--- config.mk ---
export PLATFORM = sky130hd
export DESIGN_NAME = tcw_ctrl
export DESIGN_NICKNAME = d
export VERILOG_FILES = /design/src/hdl/tcw_pkg.sv /design/src/hdl/tcw_ctrl.sv
export SDC_FILE = /design/constraint.sdc
export NUM_CORES = 1
export LEC_CHECK = 0
export BUFFER_PORTS_ARGS = -buffer_cell sky130_fd_sc_hd__buf_2
export CORE_AREA = 3 3 40 42
export CTS_CLUSTER_SIZE = 28
export DETAILED_ROUTE_END_ITERATION = 6
export DIE_AREA = 0 0 43 45
export HOLD_SLACK_MARGIN = 0.1
export PLACE_DENSITY = 0.39
export SYNTH_ARGS = -nofsm -noshare
export SYNTH_HDL_FRONTEND = slang
export SYNTH_SLANG_ARGS = --single-unit
--- constraint.sdc ---
create_clock -name clk -period 1.45 [get_ports clk]
set_clock_uncertainty 0.1 [all_clocks]
set_input_delay 0.2175 -clock clk [delete_from_list [all_inputs] [get_ports clk]]
set_output_delay 0.2175 -clock clk [all_outputs]
set_load 0.05 [all_outputs]
--- src/hdl/tcw_pkg.sv ---
// Package with the shared constants, types and helpers of the text console writer.
package tcw_pkg;

  localparam int COLUMNS   = 80;
  localparam int ROWS      = 25;
  localparam int CELLS     = ROWS * COLUMNS;
  localparam int ADDR_W    = $clog2(CELLS);
  localparam int ROW_W     = $clog2(ROWS);
  localparam int COL_W     = $clog2(COLUMNS);
  localparam int COPY_LAST = (ROWS - 1) * COLUMNS - 1;

  localparam logic [7:0] CH_NEWLINE   = 8'd10;
  localparam logic [7:0] CH_BACKSPACE = 8'd8;
  localparam logic [7:0] CH_SPACE     = 8'd32;
  localparam logic [7:0] RESET_COLOR  = 8'h0A;

  localparam logic ACT_PUT  = 1'b0;
  localparam logic ACT_READ = 1'b1;

  localparam int IN_DATA_W  = 24;
  localparam int OUT_DATA_W = 40;

  typedef enum logic [2:0] {
    ST_CLEAR,
    ST_IDLE,
    ST_EXEC,
    ST_COPY,
    ST_FLUSH,
    ST_BLANK,
    ST_DONE
  } tcw_state_t;

  typedef struct packed {
    logic accept;
    logic exec;
    logic copy;
    logic clear;
    logic blank;
    logic load_out;
  } tcw_cmd_t;

  typedef struct packed {
    logic will_scroll;
    logic cnt_last_copy;
    logic cnt_last_all;
    logic out_free;
  } tcw_sts_t;

  function automatic logic [ADDR_W-1:0] cell_addr(input logic [ROW_W-1:0] row,
                                                  input logic [COL_W-1:0] col);
    cell_addr = ADDR_W'(row) * ADDR_W'(COLUMNS) + ADDR_W'(col);
  endfunction

endpackage

--- src/hdl/tcw_ctrl.sv ---
// Controller state machine of the text console writer.
module tcw_ctrl (
  input  logic             clk,
  input  logic             rst_n,
  input  logic             in_tvalid,
  output logic             in_tready,
  input  tcw_pkg::tcw_sts_t sts,
  output tcw_pkg::tcw_cmd_t cmd
);
  import tcw_pkg::*;

  tcw_state_t state_r;
  tcw_state_t state_nxt;

  always_ff @(posedge clk) begin
    if (!rst_n) begin
      state_r <= ST_CLEAR;
    end else begin
      state_r <= state_nxt;
    end
  end

  always_comb begin
    state_nxt = state_r;
    unique case (state_r)
      ST_CLEAR: if (sts.cnt_last_all) state_nxt = ST_IDLE;
      ST_IDLE:  if (in_tvalid) state_nxt = ST_EXEC;
      ST_EXEC:  state_nxt = sts.will_scroll ? ST_COPY : ST_DONE;
      ST_COPY:  if (sts.cnt_last_copy) state_nxt = ST_FLUSH;
      ST_FLUSH: state_nxt = ST_BLANK;
      ST_BLANK: if (sts.cnt_last_all) state_nxt = ST_DONE;
      ST_DONE:  if (sts.out_free) state_nxt = ST_IDLE;
      default:  state_nxt = ST_CLEAR;
    endcase
  end

  always_comb begin
    cmd       = '0;
    in_tready = 1'b0;
    unique case (state_r)
      ST_CLEAR: cmd.clear = 1'b1;
      ST_IDLE: begin
        in_tready  = 1'b1;
        cmd.accept = in_tvalid;
      end
      ST_EXEC:  cmd.exec = 1'b1;
      ST_COPY:  cmd.copy = 1'b1;
      ST_FLUSH: cmd = '0;
      ST_BLANK: cmd.blank = 1'b1;
      ST_DONE:  cmd.load_out = sts.out_free;
      default:  cmd = '0;
    endcase
  end

endmodule

==> impl_summary.md, run 1 <==
GRT
The number of global-route vias before repair came to 314. The initial antenna violation count is 0. The wire length of the first global-routing pass is 1.304 mm.

The largest net degree at the start of global routing is 9. Global routing used 8.743% of the available tracks. The final global-route overflow total is 0.

Placement
Port buffering added 13 buffers. The placer's final routability congestion estimate is 0.7129. The final HPWL from detailed placement is 619.9 um. The placed instance count is 65.

Clocking
The later-pin clock latency in the skew report is 230 ps. Clock tree synthesis found a total of 3 sinks. The clock passes through at most 2 buffers.

In this run, post-CTS hold repair placed 0 buffers. The number of CTS-inserted buffers is 3. In this run the number of H-tree levels came out at 1. TritonCTS built the clock tree. The tree is rooted in a sky130_fd_sc_hd__clkbuf_4.

The register clock-pin slew on the reported worst setup and hold paths is 30 ps.

STA
The number of failing setup endpoints in the final timing report is 0. The post-route clock period utilization is 99.81%. The accumulated negative setup slack is 0 ps. The actual transition at the worst max-transition pin is 271.1 ps. Setup repair after global routing could not meet its margin everywhere. The worst path in the final design needs a cycle of 1447 ps, including I/O delays and setup.

The maximum clock frequency is 691.0 MHz. The final count of pins violating max slew is 0. The final hold violation count was 0. The headroom to the max-slew limit is 81.76%. The worst hold slack after final layout is 126.6 ps.

Synth
The Yosys step of the flow raised 0 warnings. The number of library cell types mapped by synthesis is 20. Synthesis produced a netlist whose cell count is 35. The average cell area after synthesis is 7.257 sq um. The number of nets produced by synthesis is 42. The share of synthesized area occupied by flip-flops and latches is 23.65%. After synthesis the netlist holds a flip-flop and latch count of 3. The area of the mapped netlist is 254.0 sq um.

Critical path
The critical path's top delay family is simple AND/OR/NAND/NOR gates. In this run the worst path has a maximum fanout of 4. The type of the setup path with the least slack is reg2out.

The critical path goes through and2b_1, and3_1, buf_6. For this run, the slowest stage of the critical path takes 340 ps. On the critical path, the stage with the largest delay is an instance of sky130_fd_sc_hd__dfxtp_4.

Together, buffers and inverters on the worst path number 1. STA puts the critical path data arrival time at 1130 ps. Data on the critical path is required at its endpoint by 1130 ps.

The endpoint type of the worst setup path is a primary output. The startpoint class of the critical path is a register. The flop-to-flop setup slack is 50 ps.

Final layout
The finished layout holds 74 standard cells, fillers aside. The count of fill cells added during filler insertion is 146. The final design utilization is 38.95%. The number of nets in the layout is 67. 0 antenna diodes ended up in the layout. Counting flops per register, the top entry is state_r. The flip-flop count of the largest register, all copies and words added is 3. The largest registers in the layout are state_r (3). Relative to the synthesized area, the layout overhead comes to 97.04%. The fraction of layout cells with a size suffix above 1 is 61.02%.

Route
The first detailed-routing pass took 4 iterations. After detailed routing, the number of remaining DRC violations is 0. The final wirelength is 920 um. After detailed routing, the average wire length per cell comes to 12.43 um. In this run, the number of DRC markers left after iteration 0 of detailed routing was 1. The final route contains 352 vias. Using the TritonRoute via totals, the vias-per-cell ratio works out to 4.757.

The count of nets left with antenna violations once routing finished came out at 0.

Floorplan
The die height is 45 um. The die covers 1935 sq um. The row count is 13. The initial core utilization is 19.77%. The I/O pin total is 14. The area inside the core boundary is 1285 sq um. In this run the horizontal extent of the chip is 43 um.

Pwr
For this design the ratio of total power to cell area is 2240 nW/um^2. The power share of the combinational group is 69.9%. The maximum vdd ir drop is 0.8193 mV.

The switching power of the nets is 0.5504 mW. The internal power is 0.5707 mW. Sequential cells burn 17.3% of the power. The clock network burns 12.8% of the power.

The leakage power total is 0.2261 nW. The switching power as a share of total power is 49.09%.

Run status
The run finished with clean final reports.

Run
The max capacitance violation total is 0.

Min path
The worst hold path class is in2reg.
==> what timing repair did <==
item,4_1_cts,5_1_grt
setup endpoints to repair,7,7
pin swaps,0,1
setup buffers,2,3
resized for setup,15,7
==> routing by layer <==
metal  GRT usage (%)  part of all wire (%)  vias to the layer above  wire length (um)
met3           1.992                   6.5                        2                60
met2           14.37                    50                       11               458
met4           3.614                   1.7                        0                16
li1                -                     -                      175                 -
met1           11.08                    42                      164               385
met5               0                     0                        -                 0
==> Yosys cell counts <==
cell type                  number  area (sq um)
sky130_fd_sc_hd__nor2_1         3         11.26
sky130_fd_sc_hd__o21ai_0        3         15.01
sky130_fd_sc_hd__nand4b_1       1         8.760
sky130_fd_sc_hd__nand2_1        1         3.750
sky130_fd_sc_hd__nor2b_1        1         6.260
sky130_fd_sc_hd__o22ai_1        1         6.260
sky130_fd_sc_hd__buf_4          3         22.52
sky130_fd_sc_hd__and4bb_1       1         12.51
sky130_fd_sc_hd__o21bai_1       1         7.510
sky130_fd_sc_hd__a211o_1        1         8.760
sky130_fd_sc_hd__o21a_1         1         7.510
sky130_fd_sc_hd__and2b_1        1         7.510
sky130_fd_sc_hd__and3_1         1         6.260
sky130_fd_sc_hd__nand2b_1       1         6.260
sky130_fd_sc_hd__nor4_1         1         6.260
sky130_fd_sc_hd__dfxtp_1        3         60.06
sky130_fd_sc_hd__inv_1          2         7.510
sky130_fd_sc_hd__nor3_1         4         20.02
sky130_fd_sc_hd__mux2i_1        1         10.01
sky130_fd_sc_hd__a21oi_1        4         20.02
==> worst paths after layout <==
path                            startpoint    endpoint  depth (start not counted)
worst max-delay path            state_r[1]      cmd[5]                          3
worst min-delay path                 rst_n  state_r[1]                          2
worst max register to register  state_r[1]  state_r[0]                          5
worst min register to register  state_r[0]  state_r[0]                          3
==> cells by family after synthesis <==
| family | after synthesis | share of synthesized area (%) |
|---|---|---|
| flops | 3 | 23.65 |
| simple gates | 15 | 34.98 |
| buf+inv | 5 | 11.82 |
| compound gates | 11 | 25.62 |
| mux | 1 | 3.941 |
==> layout by cell type, fill, tap and decap left out, types with 2 or more instances in the layout <==
| cell | synthesis | routed |
|---|---|---|
| sky130_fd_sc_hd__nor3_2 | 0 | 2 |
| sky130_fd_sc_hd__nor3_4 | 0 | 2 |
| sky130_fd_sc_hd__o21ai_0 | 3 | 3 |
| sky130_fd_sc_hd__nor2_1 | 3 | 3 |
| sky130_fd_sc_hd__inv_2 | 0 | 2 |
| sky130_fd_sc_hd__buf_4 | 3 | 10 |
| sky130_fd_sc_hd__a21oi_1 | 4 | 4 |
| sky130_fd_sc_hd__buf_2 | 0 | 7 |
| sky130_fd_sc_hd__buf_6 | 0 | 6 |
| sky130_fd_sc_hd__clkbuf_4 | 0 | 3 |
| sky130_fd_sc_hd__dfxtp_4 | 0 | 3 |
==> through the flow <==
step / instance area (sq um) / setup slack (ps) / power (mW)
final: 500.5 / 2.786 / 1.121
after detailed placement: 379.1 / -5.796 / 0.8028
after global placement: 379.1 / -50.03 / 0.8138
after CTS: 455.4 / -1.691 / 1.040
after floorplan: 280.3 / -144.3 / 0.6581
after global routing: 500.5 / -52.59 / 1.197
==> final cells by class <==
cell class | count | area, sq um | share of cell area, %
Sequential cell | 3 | 71.32 | 14.25
Inverter | 2 | 7.507 | 1.500
Clock buffer | 4 | 26.28 | 5.250
Tap cell | 15 | 18.77 | 3.750
Multi-Input combinational cell | 27 | 198.9 | 39.75
Timing Repair Buffer | 23 | 177.7 | 35.50
==> power by group through the flow <==
| stage | logic (mW) | clock network, mW | registers (mW) |
|---|---|---|---|
| after floorplan | 0.537 | 0 | 0.121 |
| after global placement | 0.631 | 0 | 0.183 |
| after detailed placement | 0.621 | 0 | 0.181 |
| after CTS | 0.699 | 0.151 | 0.190 |
| after global routing | 0.843 | 0.154 | 0.200 |
| final | 0.784 | 0.144 | 0.194 |
Note: power is estimated with default switching activity, not from simulation.
==> run 2: changes to the inputs <==
--- a/config.mk
+++ b/config.mk
@@ -11,7 +11,8 @@
 export DETAILED_ROUTE_END_ITERATION = 6
 export DIE_AREA = 0 0 43 45
 export HOLD_SLACK_MARGIN = 0.1
-export PLACE_DENSITY = 0.39
+export PLACE_DENSITY_LB_ADDON = 0.05
 export SYNTH_ARGS = -nofsm -noshare
 export SYNTH_HDL_FRONTEND = slang
 export SYNTH_SLANG_ARGS = --single-unit
+export TNS_END_PERCENT = 20
==> run 2 against run 1 <==
Compared with the run above:
- worst setup slack worse by 1.4 ps
- final cell count down 8.1%
- via count down 8.0%
- combinational power down 2%
- sequential share of layout area down 0.15 points
- flip-flop and latch count unchanged
- wire length down 5.0%
- global-route usage up 1.3 points
==> impl_summary.md, run 2 (same netlist as run 1, synthesis figures left out) <==
STA
The final critical path takes up 99.90% of the cycle. The headroom to the max-slew limit is 83.30%. The number of failing setup endpoints in the final timing report is 0. The worst hold slack after final layout is 126.8 ps. For this run, the top clock speed supported by timing is 690.3 MHz. At the pin with the least slew margin, the transition time is 248.2 ps. Setup repair after global routing could not meet its margin everywhere.

The final hold violation count was 0. The final count of pins violating max slew was 0. The routed design could run at a clock period as short as 1449 ps.

Critical path
The maximum fanout count along the critical path is 5. The library cell contributing the largest single delay on the critical path is sky130_fd_sc_hd__dfxtp_2. Measured in cells, the most critical reg-to-reg path has a length of 4.

STA classifies the critical path startpoint as a register. The number of cells on the critical path is 3. In this design, the stage delay of the slowest critical-path cell is 330 ps. The endpoint type of the worst setup path is a primary output. The critical path data required time is 1130 ps. Counting both buffers and inverters, the worst setup path holds a total of 1. For the worst setup path, the data arrival time is 1130 ps.

Walking the worst path, the cells encountered are and2b_1, and3_4, buf_8. The type of the setup path with the least slack is reg2out. In this design, the largest share of critical-path delay is due to simple AND/OR/NAND/NOR gates.

GRT
The total routing usage reported by global routing is 10.07%. For this run, global-route usage on met2 was measured as 17.07%. The largest net degree at the start of global routing is 9.

The initial antenna violation count is 0. The met3 track utilization from global routing is 6.375%. The first global-routing pass estimated 1.407 mm of wire. The busiest layer in global routing is met2. The number of global-route vias before repair is 315. The met1 global-route usage is 10.82%. After global routing the overflow that remains totals 0.

Pwr
The design draws 1.096 mW. Power spread over the standard cell area amounts to 2329 nW/um^2. For this design the static power due to leakage is 0.1962 nW. For this design the total switching power over the nets is 0.5462 mW.

The internal power is 0.5497 mW. The clock network accounts for 13.6% of the total power. Combinational cells account for 69.8% of the total power. The switching power as a share of total power is 49.84%. Sequential cells account for 16.6% of the total power. The maximum vdd ir drop is 0.7412 mV.

Floorplan
In this run the vertical extent of the chip is 45 um. During I/O placement, the number of pins put on the boundary was 14. The die covers 1935 sq um.

The horizontal extent of the die is 43 um. The initial core utilization is 19.77%. The row count is 13. The area inside the core boundary is 1285 sq um.

Clocking
The level count of the clock H-tree is 1. In this run, CTS created clock tree buffers numbering 3. The longest clock path from root to sink contains 2 buffers. CTS saw 3 sinks.

The clock root buffer is sky130_fd_sc_hd__clkbuf_4. Clock-pin slew was measured on the worst setup and hold paths at 40 ps. Post-CTS timing repair inserted 0 buffers for setup. Clock latency on the worst-skew pair, taken at its later pin, is 230 ps. TritonCTS built the clock tree.

Final layout
The commonest non-fill, non-tap cell in the layout is sky130_fd_sc_hd__buf_6. Ranked by flip-flop count, first place goes to state_r. From synthesis to final layout, the design area changed by 85.22%. The count of fill cells added during filler insertion is 146. The largest registers in the layout are state_r (3).

In the layout the commonest cells are sky130_fd_sc_hd__buf_6, sky130_fd_sc_hd__buf_2, sky130_fd_sc_hd__a21oi_1. The fraction of layout cells with a size suffix above 1 is 58.49%. The register with the most flip-flops in the layout has 3 of them.

The final instance area is 470.5 sq um. 0 antenna diodes ended up in the layout. The number of nets in the layout is 61.

Min path
The worst hold path class is in2reg. Counting instances, the worst hold path has a depth of 2.

Run
Across the run, the number of max-cap violations was 0.

Placement
At the end of routability-driven placement, the weighted congestion stood at 0.6732. Once placement finished, the instance area stood at 365.4 sq um. The wire-length estimate of the detail-placed layout is 649.9 um.

The number of buffer cells added on primary ports is 13.

Route
For this run, the detailed router's first-pass iteration total came to 2. After detailed routing, the average wire length per cell comes to 12.85 um. The post-detailed-route via-to-cell ratio is 4.765.

The total via count in the routed design is 324. The final wirelength is 874 um. The count of antenna-violating nets left after detailed routing is 0. In the routed design, unresolved DRC markers number 0. After the first detailed-routing iteration, the DRC count stood at 1.

Run status
The flow ran to the end, and the final reports show no timing, DRC or antenna violations.
## run 2: area by class of cell
cell class                 count  area, sq um  share of cell area (%)
tap                           15        18.77                   3.989
clock buffer                   4        26.28                   5.585
timing repair buffer          17        146.4                   31.12
sequential                     3        66.31                   14.10
inverter                       2        7.507                   1.596
multi-input combinational     27        205.2                   43.62
## run 2: metrics by stage
stage	util [%]	worst slack [ps]	std cells	TNS, ps
after global routing	36.61	-50.01	68	-205.5
after floorplan	-	-144.3	35	-479.7
final	36.61	1.387	68	0
after global placement	28.43	22.23	64	0
after CTS	36.12	-14.29	68	-17.22
after detailed placement	28.43	61.20	64	0
## run 2: worst paths after layout
kind              startpoint    endpoint  slack, ps
hold reg to reg   state_r[0]  state_r[0]        540
setup reg to reg  state_r[1]  state_r[0]        100
setup / recovery  state_r[1]      cmd[5]          1
hold / removal         rst_n  state_r[1]        130
## run 2: per-layer routing
metal  wire, um  vias up
li1           -      162
met1        380      149
met2        430       13
met3         63        0
met4          0        0
met5          0        -
## run 2: what timing repair did
action,4_1_cts,5_1_grt
endpoints found under the setup margin,7,7
gates resized for setup,22,3
pin swaps,2,2
hold buffers,0,0
## run 2: power groups by stage
stage	logic (mW)	registers [mW]	clock network (mW)
2_1_floorplan	0.528	0.121	0
3_3_place_gp	0.619	0.163	0
3_5_place_dp	0.622	0.163	0
4_1_cts	0.763	0.177	0.158
5_1_grt	0.809	0.189	0.165
6_report	0.765	0.182	0.149
==> run 3: changes to the inputs <==
--- a/config.mk
+++ b/config.mk
@@ -11,7 +11,7 @@
 export DETAILED_ROUTE_END_ITERATION = 6
 export DIE_AREA = 0 0 43 45
 export HOLD_SLACK_MARGIN = 0.1
-export PLACE_DENSITY_LB_ADDON = 0.05
+export PLACE_DENSITY_LB_ADDON = 0.1
 export SYNTH_ARGS = -nofsm -noshare
 export SYNTH_HDL_FRONTEND = slang
 export SYNTH_SLANG_ARGS = --single-unit
==> constraint.sdc (replaced) <==
create_clock -name clk -period 1.8 [get_ports clk]
set_clock_uncertainty 0.1 [all_clocks]
set_input_delay 0.27 -clock clk [delete_from_list [all_inputs] [get_ports clk]]
set_output_delay 0.27 -clock clk [all_outputs]
set_load 0.05 [all_outputs]
==> run 3 against run 2 <==
Compared with the run above:
- worst hold slack better by 46 ps
- total power is 38% lower
- critical endpoint unchanged
- highest routed layer unchanged
- design area shrank 27%
- largest power group unchanged
- die area is the same
- combinational power down 47%
- count of clock-buffer cells in the layout stayed put
==> impl_summary.md, run 3 (same netlist as run 1, synthesis figures left out) <==
Floorplan
The initial utilization of the core area, before any placement, comes to 19.77%. The region available for standard cell placement spans 1285 sq um. The floorplan has 13 rows. During I/O placement, the number of pins put on the boundary was 14. The overall die area is 1935 sq um. Measured along the y axis, the die boundary spans 45 um.

The horizontal extent of the die is 43 um.

Route
The final layout contains routed wiring with a total length of 690 um. The total via count in the routed design is 303. The final routed DRC violation total is 0. The average wire length per cell after detail routing is 10.78 um. The number of iterations in the first detailed-routing pass is 5.

The detailed router finished its first iteration with 3 violations. The count of antenna-violating nets left after detailed routing is 0. The post-detailed-route via-to-cell ratio is 4.734.

Final layout
The area growth from synthesis to layout is 35.96%. The number of nets in the layout is 57. In the layout the commonest cells are sky130_fd_sc_hd__buf_2, sky130_fd_sc_hd__nor3_1, sky130_fd_sc_hd__a21oi_1. state_r holds more flip-flops than any other register.

The flip-flop count of the largest register, all copies and words added is 3. The fraction of layout cells with a size suffix above 1 is 38.78%. The multi-input combinational cells in the finished layout cover a total of 163.9 sq um. The filler cells instantiated in the layout total 148. The count of inserted antenna diode cells is 0. Summing all flip-flop and latch instances after layout gives 63.81 sq um. The final design utilization is 26.87%. The library cell used most frequently in the layout, excluding fill and tap cells, is sky130_fd_sc_hd__buf_2. In the final layout, the registers with the most flip-flops are state_r (3).

Placement
The HPWL after detailed placement is 560.9 um. The placer's final routability congestion estimate is 0.7330. During placement, the flow inserted port buffers numbering 13.

Clocking
The hold-fix buffer count after cts is 0. In this run the number of H-tree levels came out at 1. The maximum count of clock buffers along a single path is 2. After clock tree synthesis, the clock-pin slew on the worst setup and hold paths is 40 ps. The later-pin clock latency in the skew report is 230 ps.

CTS saw 3 sinks. TritonCTS built the clock tree. The clock root buffer is sky130_fd_sc_hd__clkbuf_4. Counting the buffers created by CTS gives 3.

GRT
Entering global routing, the biggest net connects 12 pins. The wire length of the first global-routing pass is 1.166 mm. For this run, the total global-route usage over all layers was measured as 8.070%.

The final global-route overflow total is 0. The number of global-route vias before repair was 273. The initial antenna violation count is 0.

Pwr
The power density normalized to cell area is 1963 nW/um^2. The maximum vdd ir drop is 0.3797 mV. The leakage power total is 0.1615 nW.

Critical path
The worst setup path is launched from a register. STA classifies the critical path endpoint as a primary output. The arrival time reported for the critical path endpoint is 1250 ps. The timing startpoint of the critical path is state_r[1]. Data on the critical path is required at its endpoint by 1430 ps. The beginning of the worst register-to-register path is state_r[1].

The critical path is of the reg2out type. The maximum fanout count along the critical path is 11.

STA
Setup violations remaining at the end of the flow were counted as 0. For the finished layout, the period the worst path requires is 1617 ps. The final hold violation count is 0. The actual transition at the worst max-transition pin is 250.9 ps.

The final count of pins violating max slew came to 0. After routing, the total negative slack on setup checks comes to 0 ps. The post-route clock period utilization is 89.85%. The worst pin sits at a relative slew slack of 83.39%. Setup repair after global routing left no endpoint under its margin. Timing would allow up to 618.3 MHz.

Min path
The path class of the tightest hold or removal check is in2reg. The startpoint identified for the worst hold timing path is rst_n.

Run
The max capacitance violation total is 0.

Run status
The flow ran to the end, and the final reports show no timing, DRC or antenna violations.
-- run 3: worst max-delay path: stages, from the launching register on --
cell and delay, ps:
sky130_fd_sc_hd__dfxtp_2 410, sky130_fd_sc_hd__and2b_1 220, sky130_fd_sc_hd__and3_1 180, sky130_fd_sc_hd__buf_2 200
-- run 3: repair_timing --
item	in CTS	in global routing
buffers inserted	0	0
endpoints found under the setup margin	0	4
resized for setup	0	3
-- run 3: area by class of cell --
class | instances | share of cell area, %
Inverter | 2 | 2.174
Sequential cell | 3 | 18.48
Multi-Input combinational cell | 27 | 47.46
Tap cell | 15 | 5.435
Timing Repair Buffer | 13 | 18.84
Clock buffer | 4 | 7.609
-- run 3: power by group --
| group | internal (mW) | switching (mW) |
|---|---|---|
| Combinational | 0.125 | 0.281 |
| Clock | 0.0831 | 0.0349 |
| Sequential | 0.0973 | 0.0567 |
-- run 3: stage by stage --
stage / cells / setup WS, ps / hold slack [ps] / instance area [sq um] / total power, mW
after floorplan: 35 / -169.9 / 287.5 / 254.0 / 0.4979
after CTS: 64 / 55.70 / 171.4 / 341.6 / 0.6816
after global routing: 64 / 90.61 / 184.9 / 345.3 / 0.7390
after detailed placement: 60 / 295.7 / 416.5 / 315.3 / 0.5578
final: 64 / 182.7 / 172.7 / 345.3 / 0.6778
after global placement: 60 / 252.3 / 416.6 / 315.3 / 0.5610
-- run 3: final timing paths --
| check | endpoint | slack [ps] | cells after the start |
|---|---|---|---|
| setup / recovery | cmd[5] | 180 | 3 |
| hold / removal | state_r[1] | 170 | 2 |
| setup reg to reg | state_r[0] | 370 | 4 |
| hold reg to reg | state_r[0] | 510 | 2 |
-- run 3: metal layers --
layer	track usage [%]	share of wire [%]	vias to the layer above
li1	-	-	153
met2	11.98	44	10
met5	0	0	-
met1	10.10	48	140
met4	3.614	0	0
met3	3.586	8.3	0
